File: src/hw/rtl/cdsk_pkg.sv
`default_nettype none

package cdsk_pkg;

    localparam int unsigned DEF_MAX_CODEBOOKS = 8;
    localparam int unsigned DEF_TOKEN_BITS    = 16;

    localparam int unsigned CFG_IDX_W    = 2;
    localparam int unsigned CFG_DATA_W   = 16;
    localparam int unsigned CFG_ACTIVE_W = 4;
    localparam int unsigned CFG_TOKEN_W  = 16;

    localparam int unsigned SEEN_W = 4;
    localparam logic [SEEN_W-1:0] SEEN_MAX = 4'd15;

    localparam int unsigned QUEUE_DEPTH = 2;

    localparam logic [CFG_ACTIVE_W-1:0] RST_ACTIVE_CODEBOOKS = 4'd8;
    localparam logic [CFG_TOKEN_W-1:0]  RST_BEGIN_TOKEN      = 16'd1024;
    localparam logic [CFG_TOKEN_W-1:0]  RST_END_TOKEN        = 16'd1025;

    typedef enum logic [CFG_IDX_W-1:0] {
        CFG_ACTIVE_CODEBOOKS = 2'd0,
        CFG_BEGIN_TOKEN      = 2'd1,
        CFG_END_TOKEN        = 2'd2
    } t_cfg_idx;

    typedef struct packed {
        logic              fin;
        logic [SEEN_W-1:0] seen;
    } t_frame_ctl;

endpackage

`default_nettype wire

File: src/hw/rtl/cdsk_in_if.sv
`default_nettype none

interface cdsk_in_if
    import cdsk_pkg::*;
#(
    parameter int unsigned MAX_CODEBOOKS = DEF_MAX_CODEBOOKS,
    parameter int unsigned TOKEN_BITS    = DEF_TOKEN_BITS
) ();
    logic                                valid;
    logic                                ready;
    logic [MAX_CODEBOOKS*TOKEN_BITS-1:0] code;
    logic                                final_frame;

    modport source (output valid, output code, output final_frame, input ready);
    modport sink   (input valid, input code, input final_frame, output ready);
endinterface

`default_nettype wire

File: src/hw/rtl/cdsk_out_if.sv
`default_nettype none

interface cdsk_out_if
    import cdsk_pkg::*;
#(
    parameter int unsigned MAX_CODEBOOKS = DEF_MAX_CODEBOOKS,
    parameter int unsigned TOKEN_BITS    = DEF_TOKEN_BITS
) ();
    logic                                valid;
    logic                                ready;
    logic [MAX_CODEBOOKS*TOKEN_BITS-1:0] out;
    logic                                sequence_end;

    modport source (output valid, output out, output sequence_end, input ready);
    modport sink   (input valid, input out, input sequence_end, output ready);
endinterface

`default_nettype wire

File: src/hw/rtl/codebook_delay_skew.sv
// Codebook delay skew: lane k of each token frame is delayed by k frames.
// Input channel i_in takes one frame (one token per lane plus final_frame);
// output channel o_out gives one delayed frame per request, with sequence_end
// set on the last frame of a sequence. Lanes not in use output zero.
// Config port: i_cfg_we writes i_cfg_data to register i_cfg_idx
// (0 active codebooks, 1 begin token, 2 end token); write only while idle.
// Path: an accepted frame is written into the queue, then into the output register on o_out.
// Throughput: one frame per cycle while o_out is not stalled, set by the output stage
// that reads each lane's oldest delay tap. A final frame adds used-1 flush frames
// (used = active codebooks clamped to 1..MAX_CODEBOOKS), one per cycle, while a
// two-entry queue keeps taking input until it fills.
// Reset: frame count cleared, queue and output emptied, registers back to
// 8 codebooks, begin token 1024, end token 1025. History is not cleared.
// Stall: when o_out.ready is low the output frame holds, the queue fills and
// i_in.ready drops; nothing is lost or repeated.
`default_nettype none

module codebook_delay_skew
    import cdsk_pkg::*;
#(
    parameter int unsigned MAX_CODEBOOKS = DEF_MAX_CODEBOOKS,
    parameter int unsigned TOKEN_BITS    = DEF_TOKEN_BITS
) (
    input  wire logic                  i_clk,
    input  wire logic                  i_rst_n,
    cdsk_in_if.sink                    i_in,
    cdsk_out_if.source                 o_out,
    input  wire logic                  i_cfg_we,
    input  wire logic [CFG_IDX_W-1:0]  i_cfg_idx,
    input  wire logic [CFG_DATA_W-1:0] i_cfg_data
);
    localparam int unsigned LANE_W = $clog2(MAX_CODEBOOKS + 1);
    localparam int unsigned CODE_W = MAX_CODEBOOKS * TOKEN_BITS;
    localparam int unsigned CTL_W  = $bits(t_frame_ctl);
    localparam int unsigned Q_W    = CODE_W + CTL_W;

    logic [CFG_ACTIVE_W-1:0] r_active;
    logic [CFG_TOKEN_W-1:0]  r_begin;
    logic [CFG_TOKEN_W-1:0]  r_end;
    logic [CFG_ACTIVE_W-1:0] used_clamp;
    logic [LANE_W-1:0]       used;

    logic              q_ready;
    logic              q_push;
    logic [CODE_W-1:0] q_wcode;
    t_frame_ctl        q_wctl;
    logic              q_valid;
    logic              q_pop;
    logic [Q_W-1:0]    q_rdata;
    t_frame_ctl        q_rctl;

    always_ff @(posedge i_clk) begin
        if (!i_rst_n) begin
            r_active <= RST_ACTIVE_CODEBOOKS;
            r_begin  <= RST_BEGIN_TOKEN;
            r_end    <= RST_END_TOKEN;
        end else if (i_cfg_we) begin
            case (t_cfg_idx'(i_cfg_idx))
                CFG_ACTIVE_CODEBOOKS: r_active <= i_cfg_data[CFG_ACTIVE_W-1:0];
                CFG_BEGIN_TOKEN:      r_begin  <= i_cfg_data[CFG_TOKEN_W-1:0];
                CFG_END_TOKEN:        r_end    <= i_cfg_data[CFG_TOKEN_W-1:0];
                default: ;
            endcase
        end
    end

    always_comb begin
        if (r_active == '0) begin
            used_clamp = CFG_ACTIVE_W'(1);
        end else if (r_active > CFG_ACTIVE_W'(MAX_CODEBOOKS)) begin
            used_clamp = CFG_ACTIVE_W'(MAX_CODEBOOKS);
        end else begin
            used_clamp = r_active;
        end
    end
    assign used = LANE_W'(used_clamp);

    cdsk_front #(
        .MAX_CODEBOOKS (MAX_CODEBOOKS),
        .TOKEN_BITS    (TOKEN_BITS)
    ) u_front (
        .i_clk     (i_clk),
        .i_rst_n   (i_rst_n),
        .i_in      (i_in),
        .i_q_ready (q_ready),
        .o_q_push  (q_push),
        .o_q_code  (q_wcode),
        .o_q_ctl   (q_wctl)
    );

    cdsk_queue #(
        .DATA_W (Q_W),
        .DEPTH  (QUEUE_DEPTH)
    ) u_queue (
        .i_clk   (i_clk),
        .i_rst_n (i_rst_n),
        .i_push  (q_push),
        .i_wdata ({q_wctl, q_wcode}),
        .o_ready (q_ready),
        .i_pop   (q_pop),
        .o_valid (q_valid),
        .o_rdata (q_rdata)
    );

    assign q_rctl = t_frame_ctl'(q_rdata[Q_W-1:CODE_W]);

    cdsk_back #(
        .MAX_CODEBOOKS (MAX_CODEBOOKS),
        .TOKEN_BITS    (TOKEN_BITS),
        .LANE_W        (LANE_W)
    ) u_back (
        .i_clk       (i_clk),
        .i_rst_n     (i_rst_n),
        .i_q_valid   (q_valid),
        .i_q_code    (q_rdata[CODE_W-1:0]),
        .i_q_ctl     (q_rctl),
        .o_q_pop     (q_pop),
        .i_used      (used),
        .i_begin_tok (TOKEN_BITS'(r_begin)),
        .i_end_tok   (TOKEN_BITS'(r_end)),
        .o_out       (o_out)
    );
endmodule

`default_nettype wire

File: src/hw/rtl/cdsk_front.sv
`default_nettype none

module cdsk_front
    import cdsk_pkg::*;
#(
    parameter int unsigned MAX_CODEBOOKS = DEF_MAX_CODEBOOKS,
    parameter int unsigned TOKEN_BITS    = DEF_TOKEN_BITS
) (
    input  wire logic                                i_clk,
    input  wire logic                                i_rst_n,
    cdsk_in_if.sink                                  i_in,
    input  wire logic                                i_q_ready,
    output logic                                     o_q_push,
    output logic [MAX_CODEBOOKS*TOKEN_BITS-1:0]      o_q_code,
    output t_frame_ctl                               o_q_ctl
);
    localparam logic [TOKEN_BITS-1:0] TOK_MASK = TOKEN_BITS'({CFG_TOKEN_W{1'b1}});

    logic [SEEN_W-1:0] r_seen;
    logic [SEEN_W-1:0] n_seen;
    logic              accept;

    assign i_in.ready = i_q_ready;
    assign accept     = i_in.valid && i_q_ready;
    assign o_q_push   = accept;

    for (genvar k = 0; k < MAX_CODEBOOKS; k++) begin : g_mask
        assign o_q_code[k*TOKEN_BITS +: TOKEN_BITS] =
            i_in.code[k*TOKEN_BITS +: TOKEN_BITS] & TOK_MASK;
    end

    assign o_q_ctl.fin  = i_in.final_frame;
    assign o_q_ctl.seen = r_seen;

    always_comb begin
        n_seen = r_seen;
        if (accept) begin
            if (i_in.final_frame) begin
                n_seen = '0;
            end else if (r_seen != SEEN_MAX) begin
                n_seen = r_seen + SEEN_W'(1);
            end
        end
    end

    always_ff @(posedge i_clk) begin
        if (!i_rst_n) begin
            r_seen <= '0;
        end else begin
            r_seen <= n_seen;
        end
    end
endmodule

`default_nettype wire

File: src/hw/rtl/cdsk_queue.sv
`default_nettype none

module cdsk_queue
    import cdsk_pkg::*;
#(
    parameter int unsigned DATA_W = 1,
    parameter int unsigned DEPTH  = QUEUE_DEPTH
) (
    input  wire logic              i_clk,
    input  wire logic              i_rst_n,
    input  wire logic              i_push,
    input  wire logic [DATA_W-1:0] i_wdata,
    output logic                   o_ready,
    input  wire logic              i_pop,
    output logic                   o_valid,
    output logic [DATA_W-1:0]      o_rdata
);
    localparam int unsigned PTR_W = (DEPTH > 1) ? $clog2(DEPTH) : 1;
    localparam int unsigned CNT_W = $clog2(DEPTH + 1);

    logic [DATA_W-1:0] r_mem [DEPTH];
    logic [PTR_W-1:0]  r_wptr;
    logic [PTR_W-1:0]  r_rptr;
    logic [CNT_W-1:0]  r_cnt;
    logic              do_push;
    logic              do_pop;

    assign o_ready = (r_cnt != CNT_W'(DEPTH));
    assign o_valid = (r_cnt != '0);
    assign o_rdata = r_mem[r_rptr];
    assign do_push = i_push && o_ready;
    assign do_pop  = i_pop && o_valid;

    function automatic logic [PTR_W-1:0] ptr_inc(input logic [PTR_W-1:0] p);
        return (p == PTR_W'(DEPTH - 1)) ? '0 : p + PTR_W'(1);
    endfunction

    always_ff @(posedge i_clk) begin
        if (do_push) begin
            r_mem[r_wptr] <= i_wdata;
        end
    end

    always_ff @(posedge i_clk) begin
        if (!i_rst_n) begin
            r_wptr <= '0;
            r_rptr <= '0;
            r_cnt  <= '0;
        end else begin
            if (do_push) begin
                r_wptr <= ptr_inc(r_wptr);
            end
            if (do_pop) begin
                r_rptr <= ptr_inc(r_rptr);
            end
            if (do_push && !do_pop) begin
                r_cnt <= r_cnt + CNT_W'(1);
            end else if (do_pop && !do_push) begin
                r_cnt <= r_cnt - CNT_W'(1);
            end
        end
    end
endmodule

`default_nettype wire

File: src/hw/rtl/cdsk_back.sv
`default_nettype none

module cdsk_back
    import cdsk_pkg::*;
#(
    parameter int unsigned MAX_CODEBOOKS = DEF_MAX_CODEBOOKS,
    parameter int unsigned TOKEN_BITS    = DEF_TOKEN_BITS,
    parameter int unsigned LANE_W        = $clog2(MAX_CODEBOOKS + 1)
) (
    input  wire logic                                i_clk,
    input  wire logic                                i_rst_n,
    input  wire logic                                i_q_valid,
    input  wire logic [MAX_CODEBOOKS*TOKEN_BITS-1:0] i_q_code,
    input  wire t_frame_ctl                          i_q_ctl,
    output logic                                     o_q_pop,
    input  wire logic [LANE_W-1:0]                   i_used,
    input  wire logic [TOKEN_BITS-1:0]               i_begin_tok,
    input  wire logic [TOKEN_BITS-1:0]               i_end_tok,
    cdsk_out_if.source                               o_out
);
    logic                                r_flush;
    logic [LANE_W-1:0]                   r_j;
    logic [SEEN_W-1:0]                   r_t;
    logic                                r_ovalid;
    logic [MAX_CODEBOOKS*TOKEN_BITS-1:0] r_out;
    logic                                r_send;

    logic                                adv;
    logic                                fire_flush;
    logic                                fire;
    logic [SEEN_W-1:0]                   sel_t;
    logic [MAX_CODEBOOKS*TOKEN_BITS-1:0] n_out;
    logic                                n_send;
    logic                                flush_last;

    assign adv        = !r_ovalid || o_out.ready;
    assign fire_flush = adv && r_flush;
    assign o_q_pop    = adv && !r_flush && i_q_valid;
    assign fire       = fire_flush || o_q_pop;
    assign sel_t      = r_flush ? r_t : i_q_ctl.seen;
    assign flush_last = (r_j + LANE_W'(2)) == i_used;
    assign n_send     = r_flush ? flush_last
                                : (i_q_ctl.fin && (i_used == LANE_W'(1)));

    for (genvar k = 0; k < MAX_CODEBOOKS; k++) begin : g_lane
        logic [TOKEN_BITS-1:0] tap;

        if (k == 0) begin : g_direct
            assign tap = i_q_code[TOKEN_BITS-1:0];
        end else begin : g_delay
            logic [TOKEN_BITS-1:0] r_tap [k];

            // flush cycles keep shifting so the oldest tap walks back through the line
            always_ff @(posedge i_clk) begin
                if (fire) begin
                    r_tap[0] <= i_q_code[k*TOKEN_BITS +: TOKEN_BITS];
                    for (int d = 1; d < k; d++) begin
                        r_tap[d] <= r_tap[d-1];
                    end
                end
            end
            assign tap = r_tap[k-1];
        end

        always_comb begin
            if (LANE_W'(k) >= i_used) begin
                n_out[k*TOKEN_BITS +: TOKEN_BITS] = '0;
            end else if (sel_t < SEEN_W'(k)) begin
                n_out[k*TOKEN_BITS +: TOKEN_BITS] = i_begin_tok;
            end else if (r_flush && (r_j >= LANE_W'(k))) begin
                n_out[k*TOKEN_BITS +: TOKEN_BITS] = i_end_tok;
            end else begin
                n_out[k*TOKEN_BITS +: TOKEN_BITS] = tap;
            end
        end
    end

    always_ff @(posedge i_clk) begin
        if (!i_rst_n) begin
            r_flush  <= 1'b0;
            r_j      <= '0;
            r_t      <= '0;
            r_ovalid <= 1'b0;
        end else begin
            if (adv) begin
                r_ovalid <= fire;
            end
            if (fire_flush) begin
                r_j <= r_j + LANE_W'(1);
                if (r_t != SEEN_MAX) begin
                    r_t <= r_t + SEEN_W'(1);
                end
                if (flush_last) begin
                    r_flush <= 1'b0;
                end
            end else if (o_q_pop && i_q_ctl.fin && (i_used != LANE_W'(1))) begin
                r_flush <= 1'b1;
                r_j     <= '0;
                r_t     <= (i_q_ctl.seen == SEEN_MAX) ? SEEN_MAX
                                                      : i_q_ctl.seen + SEEN_W'(1);
            end
        end
    end

    always_ff @(posedge i_clk) begin
        if (fire) begin
            r_out  <= n_out;
            r_send <= n_send;
        end
    end

    assign o_out.valid        = r_ovalid;
    assign o_out.out          = r_out;
    assign o_out.sequence_end = r_send;
endmodule

`default_nettype wire
File: src/flat_wrapper.sv
// flat-port wrapper written by rule: the top's interface ports become plain ports
module codebook_delay_skew_flat import cdsk_pkg::*;
#(
    parameter int unsigned MAX_CODEBOOKS = DEF_MAX_CODEBOOKS,
    parameter int unsigned TOKEN_BITS    = DEF_TOKEN_BITS
)
  (i_clk, i_rst_n, i_cfg_we, i_cfg_idx, i_cfg_data, i_in_valid, i_in_code, i_in_final_frame, i_in_ready, o_out_valid, o_out_out, o_out_sequence_end, o_out_ready);
  cdsk_in_if #(.MAX_CODEBOOKS(MAX_CODEBOOKS), .TOKEN_BITS(TOKEN_BITS)) i_in_i ();
  cdsk_out_if #(.MAX_CODEBOOKS(MAX_CODEBOOKS), .TOKEN_BITS(TOKEN_BITS)) o_out_i ();
  input  wire logic i_clk;
  input  wire logic i_rst_n;
  input  wire logic i_cfg_we;
  input  wire logic [CFG_IDX_W-1:0] i_cfg_idx;
  input  wire logic [CFG_DATA_W-1:0] i_cfg_data;
  input wire logic [$bits(i_in_i.valid)-1:0] i_in_valid;
  input wire logic [$bits(i_in_i.code)-1:0] i_in_code;
  input wire logic [$bits(i_in_i.final_frame)-1:0] i_in_final_frame;
  output wire logic [$bits(i_in_i.ready)-1:0] i_in_ready;
  output wire logic [$bits(o_out_i.valid)-1:0] o_out_valid;
  output wire logic [$bits(o_out_i.out)-1:0] o_out_out;
  output wire logic [$bits(o_out_i.sequence_end)-1:0] o_out_sequence_end;
  input wire logic [$bits(o_out_i.ready)-1:0] o_out_ready;
  assign i_in_i.valid = i_in_valid;
  assign i_in_i.code = i_in_code;
  assign i_in_i.final_frame = i_in_final_frame;
  assign i_in_ready = i_in_i.ready;
  assign o_out_valid = o_out_i.valid;
  assign o_out_out = o_out_i.out;
  assign o_out_sequence_end = o_out_i.sequence_end;
  assign o_out_i.ready = o_out_ready;
  codebook_delay_skew #(.MAX_CODEBOOKS(MAX_CODEBOOKS), .TOKEN_BITS(TOKEN_BITS)) u_core (.i_clk(i_clk), .i_rst_n(i_rst_n), .i_in(i_in_i), .o_out(o_out_i), .i_cfg_we(i_cfg_we), .i_cfg_idx(i_cfg_idx), .i_cfg_data(i_cfg_data));
endmodule
File: config.mk
export PLATFORM = sky130hd
export DESIGN_NAME = codebook_delay_skew_flat
export DESIGN_NICKNAME = d
export VERILOG_FILES = /design/src/hw/rtl/cdsk_pkg.sv /design/src/hw/rtl/cdsk_in_if.sv /design/src/hw/rtl/cdsk_out_if.sv /design/src/hw/rtl/codebook_delay_skew.sv /design/src/hw/rtl/cdsk_front.sv /design/src/hw/rtl/cdsk_queue.sv /design/src/hw/rtl/cdsk_back.sv /design/src/flat_wrapper.sv
export SDC_FILE = /design/constraint.sdc
export NUM_CORES = 1
export LEC_CHECK = 0
export ABC_AREA = 1
export BUFFER_PORTS_ARGS = -buffer_cell sky130_fd_sc_hd__buf_2
export CAP_MARGIN = 10
export CORE_MARGIN = 8
export CORE_UTILIZATION = 40
export CTS_BUF_LIST = sky130_fd_sc_hd__clkbuf_4 sky130_fd_sc_hd__clkbuf_8
export CTS_CLUSTER_DIAMETER = 120
export CTS_CLUSTER_SIZE = 25
export DETAILED_ROUTE_END_ITERATION = 10
export PLACE_DENSITY = 0.53
export RECOVER_POWER = 100
export REMOVE_ABC_BUFFERS = 1
export SLEW_MARGIN = 20
export SYNTH_ARGS = -nofsm -noshare
export SYNTH_HDL_FRONTEND = slang
export SYNTH_HIERARCHICAL = 1
export SYNTH_SLANG_ARGS = --single-unit
File: constraint.sdc
create_clock -name i_clk -period 16.95 [get_ports i_clk]
set_input_delay 0.8475 -clock i_clk [delete_from_list [all_inputs] [get_ports i_clk]]
set_output_delay 0.8475 -clock i_clk [all_outputs]
set_load 0.02 [all_outputs]
==> flow_summary.json, run 1 <==
{
  "place_hpwl_microns": 53200,
  "finClkSkew_ns": 0.0472,
  "max_cap_viol_count": 11,
  "seq_area_frac_synth": 0.766,
  "hold_ws_ns": 0.326,
  "synth-edff-count": 843,
  "totalWireLength_microns": 80100,
  "ys.flop_type": "edfxtp_1",
  "tns_ns": 0,
  "dp.cells": 3614,
  "die_x_microns": 310,
  "initial_utilization": 0.404,
  "power.density_nw_per_um2": 197,
  "syn2layout_area_growth_pct": 5.41,
  "core-area_sq_um": 85300,
  "cts_setup_buffers": 0,
  "cp-end-kind": "register",
  "crit_buf_inv": 7,
  "seq_area_sq_um": 26400,
  "place_congestion": 0.828,
  "synth_area_sq_um": 34500,
  "fin_crit_sh": 0.547,
  "drt_iter0_markers": 1739,
  "min_period_ns": 9.26,
  "synth_seq_cells": 898,
  "synth_top_area_cell": "edfxtp_1",
  "ios": 283,
  "grt_max_degree": 125,
  "worst_slew_pin_slew_ns": 8.19,
  "yosys_warnings": 6,
  "hold_buffers": 0,
  "cpMaxStageDelayCell": "clkinvlp_2",
  "synth_area_leaders": "edfxtp_1 (73%), nand2_1 (3.9%), dfxtp_1 (3.2%)",
  "antenna_found_initial": 22,
  "path_class": "reg -> reg",
  "cts_sinks": 898,
  "fin_nets": 2677,
  "wl_per_cell_microns": 21.7,
  "layout.cells.non_filler": 3698,
  "grt_pass1_wl_microns": 115000,
  "cts_inserted_buffers": 42,
  "postSynthAreaPerCell_sq_um": 14.5,
  "root_buffer": "clkbuf_8",
  "grt_pass1_vias": 17900,
  "cp_cell_sequence": "clkbuf_1, inv_1, nand3_1, inv_1, nor2_1, clkinvlp_2, clkbuf_1, buf_16, buf_4",
  "clockBufferDepth": 3,
  "rsz0062_at_grt": "false",
  "hp-class": "in -> reg",
  "drive_gt1_frac": 0.0854,
  "cts_max_level": 2,
  "grt_overflow_total": 0,
  "via_count": 18100,
  "critPathMaxFanout": 115,
  "die_h_microns": 310,
  "insertion_delay_ns": 0.70,
  "drv_slew": 653,
  "start_kind": "register",
  "status": "finished with violations",
  "portBuffers": 282,
  "crit_family": "buffers and inverters",
  "synthCells": 2382,
  "rows": 107,
  "place_ws_ns": 12.15,
  "final_hold_viol_count": 0,
  "violations": "capacitance limit, slew limit",
  "worst_slack_ns": 7.69,
  "multi_input_area_sq_um": 5810,
  "clk_pin_slew_worst_paths_ns": 0.16,
  "max_stage_delay_ns": 3.61,
  "die-area_sq_um": 95800,
  "fillers": 7930,
  "setup_viol": 0,
  "synth_top_area_frac": 0.734,
  "arrival_ns": 9.60,
  "synth.distinct_cells": 30,
  "drt-pass1-iter-count": 6,
  "p_total_mw": 7.17,
  "clock.fmax_ghz": 0.108,
  "cts_tree": "yes",
  "max_slew_margin": -4.46,
  "leakagePower_nw": 13.0,
  "viasPerCell": 4.89,
  "ant_nets": 0,
  "drc_errors": 0,
  "cts.repair.resized": 0,
  "track_usage": 0.162,
  "worstPathRequired_ns": 17.29,
  "ir_drop_mv": 0.155,
  "async_flop_share": 0
}
## state kept, by name (all words and copies together) (netlist names), named ones only
name / count
u_core/r_end: 16
u_core/u_back/r_t: 4
u_core/u_queue/r_cnt: 2
u_core/u_queue/r_wptr: 1
u_core/u_back/o_out.out: 128
u_core/r_active: 4
u_core/u_back/o_out.sequence_end: 1
u_core/u_queue/r_rptr: 1
u_core/u_queue/r_mem: 266
u_core/u_back/r_j: 4
u_core/u_back/r_flush: 1
u_core/u_front/r_seen: 4
u_core/u_back/g_lane.g_delay.r_tap: 448
u_core/r_begin: 16
u_core/u_back/o_out.valid: 1
## Yosys cell counts, types with 5 or more instances
cell,n
ha_1,10
mux2_2,63
dfxtp_1,55
edfxtp_1,843
a21oi_1,50
buf_4,139
nor2_1,272
clkbuf_1,33
nand4_1,7
buf_6,13
nand2_1,361
inv_1,145
nand3_1,115
buf_2,25
o21ai_0,156
mux2_4,70
nand2_2,5
## placed cells by master, fill, tap and decap left out, types with 2 or more instances in the layout
cell | Yosys | final
buf_6 | 13 | 2
a21oi_1 | 50 | 52
edfxtp_1 | 843 | 843
inv_1 | 145 | 146
nor2_1 | 272 | 272
ha_1 | 10 | 10
diode_2 | 0 | 12
clkbuf_1 | 33 | 220
nand2_2 | 5 | 4
o21ai_0 | 156 | 157
clkbuf_8 | 0 | 42
nand4_1 | 7 | 7
mux2_4 | 70 | 4
buf_4 | 139 | 9
clkbuf_4 | 0 | 24
xor2_1 | 2 | 2
dfxtp_1 | 55 | 55
nand2_1 | 361 | 362
buf_2 | 25 | 69
buf_1 | 4 | 2
mux2_2 | 63 | 49
nand3_2 | 2 | 3
mux2_1 | 0 | 80
nand3_1 | 115 | 114
clkinvlp_4 | 0 | 2
## worst register-to-register path, cell delays in order (launching register included)
cell and delay (ns):
dfxtp_1 0.34, clkbuf_1 1.14, inv_1 0.61, nand3_1 0.27, inv_1 0.09, nor2_1 0.17
clkinvlp_2 3.61, clkbuf_1 1.66, buf_16 0.47, buf_4 0.52
## final timing paths
check	cells after the start	to	slack (ns)	start
worst max-delay path	9	u_core/u_back/g_lane[1].g_delay.r_tap[0][12]$_DFFE_PP_	7.69	u_core/u_back/r_flush$_SDFFE_PN0P_
worst min-delay path	1	u_core/u_queue/r_mem[1][98]$_DFFE_PP_	0.33	i_in_code[98]
worst max register to register	9	u_core/u_back/g_lane[1].g_delay.r_tap[0][12]$_DFFE_PP_	7.69	u_core/u_back/r_flush$_SDFFE_PN0P_
worst min register to register	0	u_core/u_back/g_lane[7].g_delay.r_tap[6][3]$_DFFE_PP_	0.40	u_core/u_back/g_lane[7].g_delay.r_tap[5][3]$_DFFE_PP_
## logic make-up after synthesis
group | Yosys count | synth area share
multiplexers | 133 | 0.0511
AND/OR/NAND/NOR | 764 | 0.0887
adder cells (fa/ha/maj) | 10 | 0.00363
AO/OA/AOI/OAI | 213 | 0.0315
buffers and inverters | 361 | 0.0582
XOR/XNOR | 3 | 0.000762
flip-flops | 898 | 0.766
## through the flow
stage                      util  instance area (sq um)
after floorplan               -                  33000
after global placement    0.423                  36100
after detailed placement  0.423                  36100
after CTS                 0.433                  36900
after global routing      0.426                  36300
final                     0.426                  36300
## report_power, final
| part | switching (mW) | internal, mW | total [mW] |
|---|---|---|---|
| registers | 0.367 | 3.93 | 4.30 |
| clock network | 0.636 | 0.294 | 0.930 |
| logic | 1.46 | 0.486 | 1.94 |
## layer usage
layer,up-vias,routed length (microns),global-route usage
li1,8447,-,-
met1,8945,33700,0.211
met2,567,37900,0.263
met3,121,5280,0.0367
met4,8,3140,0.0646
met5,-,56,0
## final cells by class
type | count | area share
Inverter | 147 | 0.0152
Clock inverter | 5 | 0.00151
Clock buffer | 66 | 0.0209
Sequential cell | 898 | 0.727
Antenna cell | 12 | 0.000826
Tap cell | 1144 | 0.0394
Timing Repair Buffer | 303 | 0.0357
Multi-Input combinational cell | 1123 | 0.160
Note: power is estimated with default switching activity, not from simulation.
==> inputs of run 2 (changes only) <==
ABC_AREA = 0   (was 1)
PLACE_DENSITY = 0.55   (was 0.53)
clock period = 8.4 ns   (was 16.95 ns; I/O delays follow)
==> flow_summary.json, run 2 <==
{
  "place_congestion": 0.831,
  "min_period_ns": 5.51,
  "track_usage": 0.159,
  "seq_area_frac_synth": 0.767,
  "place_hpwl_microns": 50400,
  "violations": "capacitance limit, slew limit",
  "critPathMaxFanout": 83,
  "die_h_microns": 309,
  "postSynthAreaPerCell_sq_um": 17.9,
  "portBuffers": 282,
  "hold_buffers": 135,
  "die-area_sq_um": 95700,
  "core-area_sq_um": 85300,
  "synth_area_sq_um": 34400,
  "fin_nets": 2331,
  "min_from": "i_cfg_data[15]",
  "seq_area_sq_um": 26400,
  "drt_iter0_markers": 1873,
  "clockBufferDepth": 3,
  "min_path_cells": 3,
  "top_register": "u_core/u_back/g_lane.g_delay.r_tap",
  "cts.repair.resized": 0,
  "hold_ws_ns": 0.0616,
  "synth-edff-count": 843,
  "cts_sinks": 898,
  "clock.fmax_ghz": 0.182,
  "cts_setup_buffers": 0,
  "fin_crit_sh": 0.655,
  "drive_gt1_frac": 0.112,
  "root_buffer": "clkbuf_8",
  "viasPerCell": 5.02,
  "rr_worst_depth": 6,
  "max_cap_viol_count": 8,
  "synth.distinct_cells": 75,
  "worstPathRequired_ns": 8.79,
  "ios": 283,
  "synth_top_area_cell": "edfxtp_1",
  "path_class": "reg -> reg",
  "max_slew_margin": -1.30,
  "arrival_ns": 5.89,
  "via_count": 16700,
  "clk_pin_slew_worst_paths_ns": 0.16,
  "worst_slew_pin_slew_ns": 3.46,
  "multi_input_area_sq_um": 6130,
  "syn2layout_area_growth_pct": 8.83,
  "whs_endpoint": "u_core/r_end[15]$_SDFFE_PN0P_",
  "drt-pass1-iter-count": 5,
  "leakagePower_nw": 12.7,
  "synth_top_area_frac": 0.735,
  "hp-class": "in -> reg",
  "rrSetupSlack_ns": 2.89,
  "synth_seq_cells": 898,
  "wl_per_cell_microns": 23.8,
  "power.density_nw_per_um2": 375,
  "antenna_found_initial": 2,
  "mostFrequentLayoutCell": "edfxtp_1",
  "fin_area_sq_um": 37500,
  "grt_pass1_vias": 17000,
  "die_x_microns": 309,
  "start_kind": "register",
  "cp-end-kind": "register",
  "rsz0062_at_grt": "false",
  "grt_max_degree": 166,
  "ant_nets": 0,
  "grt_overflow_total": 0,
  "cts_tree": "yes",
  "synth_area_leaders": "edfxtp_1 (74%), mux2i_1 (3.9%), dfxtp_1 (3.2%)",
  "place_area_sq_um": 36000,
  "post-route-util": 0.439,
  "yosys_warnings": 6,
  "r2r_end": "u_core/u_back/o_out.out[84]$_SDFFCE_PP0P_",
  "initial_utilization": 0.404,
  "status": "finished with violations",
  "yosysMostFrequentCell": "edfxtp_1",
  "cts_inserted_buffers": 41,
  "async_flop_share": 0,
  "insertion_delay_ns": 0.70,
  "synthCells": 1918,
  "grt_pass1_wl_microns": 113000,
  "drv_slew": 389,
  "ys_top_cells_by_count": "edfxtp_1 (843), mux2i_1 (135), buf_4 (134), nor2_1 (87), nand2_1 (72)",
  "setup_viol": 0,
  "rows": 107,
  "drc_errors": 0,
  "final_hold_viol_count": 0,
  "cts_max_level": 2,
  "ys.flop_type": "edfxtp_1",
  "final_cell_mix": "edfxtp_1 (843), clkbuf_1 (220), dlygate4sd3_1 (135), mux2i_1 (135), nor2_1 (85)",
  "ir_drop_mv": 0.364,
  "totalWireLength_microns": 79300,
  "largest_reg_flops": 448,
  "fillers": 7560,
  "finClkSkew_ns": 0.0427
}
run 2: kinds of logic (layout without fill, tap and decap cells):
group	count (synthesis)	after routing	synth area share
AOI/OAI and AO/OA	229	229	0.0529
xor gates and xnor gates	8	8	0.00247
adders and majority gates	10	10	0.00363
buffers and inverters	244	511	0.0469
DFF	898	898	0.767
muxes	268	268	0.0904
other	0	2	0
and+or+nand+nor	261	261	0.0364
run 2: final cells by class:
class,count,area share
Timing Repair Buffer,442,0.0729
Clock buffer,56,0.0182
Antenna cell,2,0.000134
Inverter,10,0.00104
Tap cell,1144,0.0382
Sequential cell,898,0.705
Multi-Input combinational cell,776,0.164
Clock inverter,3,0.000668
run 2: metrics by stage:
stage | setup TNS, ns | std cells | total power, mW | setup WS [ns]
2_1_floorplan | -4723.52 | 1684 | 9.63 | -8.16
3_3_place_gp | 0 | 3133 | 12.6 | 4.65
3_5_place_dp | 0 | 3134 | 12.7 | 4.60
4_1_cts | 0 | 3328 | 14.5 | 4.55
5_1_grt | 0 | 3331 | 14.8 | 2.57
6_report | 0 | 3331 | 14.1 | 2.89
run 2: power breakdown:
group | internal, mW | total, mW | switching (mW)
sequential | 7.75 | 8.50 | 0.756
combinational | 1.10 | 3.77 | 2.67
clock | 0.534 | 1.78 | 1.25
run 2: how the worst max path moves through the flow:
stage	slack (ns)	endpoint	depth (start not counted)
2_1_floorplan	-8.16	u_core/u_back/g_lane[1].g_delay.r_tap[0][0]$_DFFE_PP_	2
3_3_place_gp	4.65	u_core/u_back/g_lane[2].g_delay.r_tap[0][8]$_DFFE_PP_	6
3_5_place_dp	4.60	u_core/u_back/g_lane[2].g_delay.r_tap[0][8]$_DFFE_PP_	6
4_1_cts	4.55	u_core/u_back/g_lane[5].g_delay.r_tap[0][31]$_DFFE_PP_	6
5_1_grt	2.57	u_core/u_back/o_out.out[87]$_SDFFCE_PP0P_	6
6_report	2.89	u_core/u_back/o_out.out[84]$_SDFFCE_PP0P_	6
run 2: critical path, stage by stage, from the launching register on:
cell and delay [ns]:
dfxtp_1 2.38, mux2_1 0.53, nor3_1 0.20, nor2_4 0.15, buf_4 0.69, and2_0 0.96
a311oi_1 0.22
run 2: per-layer routing:
metal  global-route usage  wire length (microns)  vias to the layer above
met1                0.214                  34300                     8418
met3               0.0245                   4080                      114
met5                    0                      0                        -
li1                     -                      -                     7677
met4               0.0544                   2750                        0
met2                0.265                  38200                      499
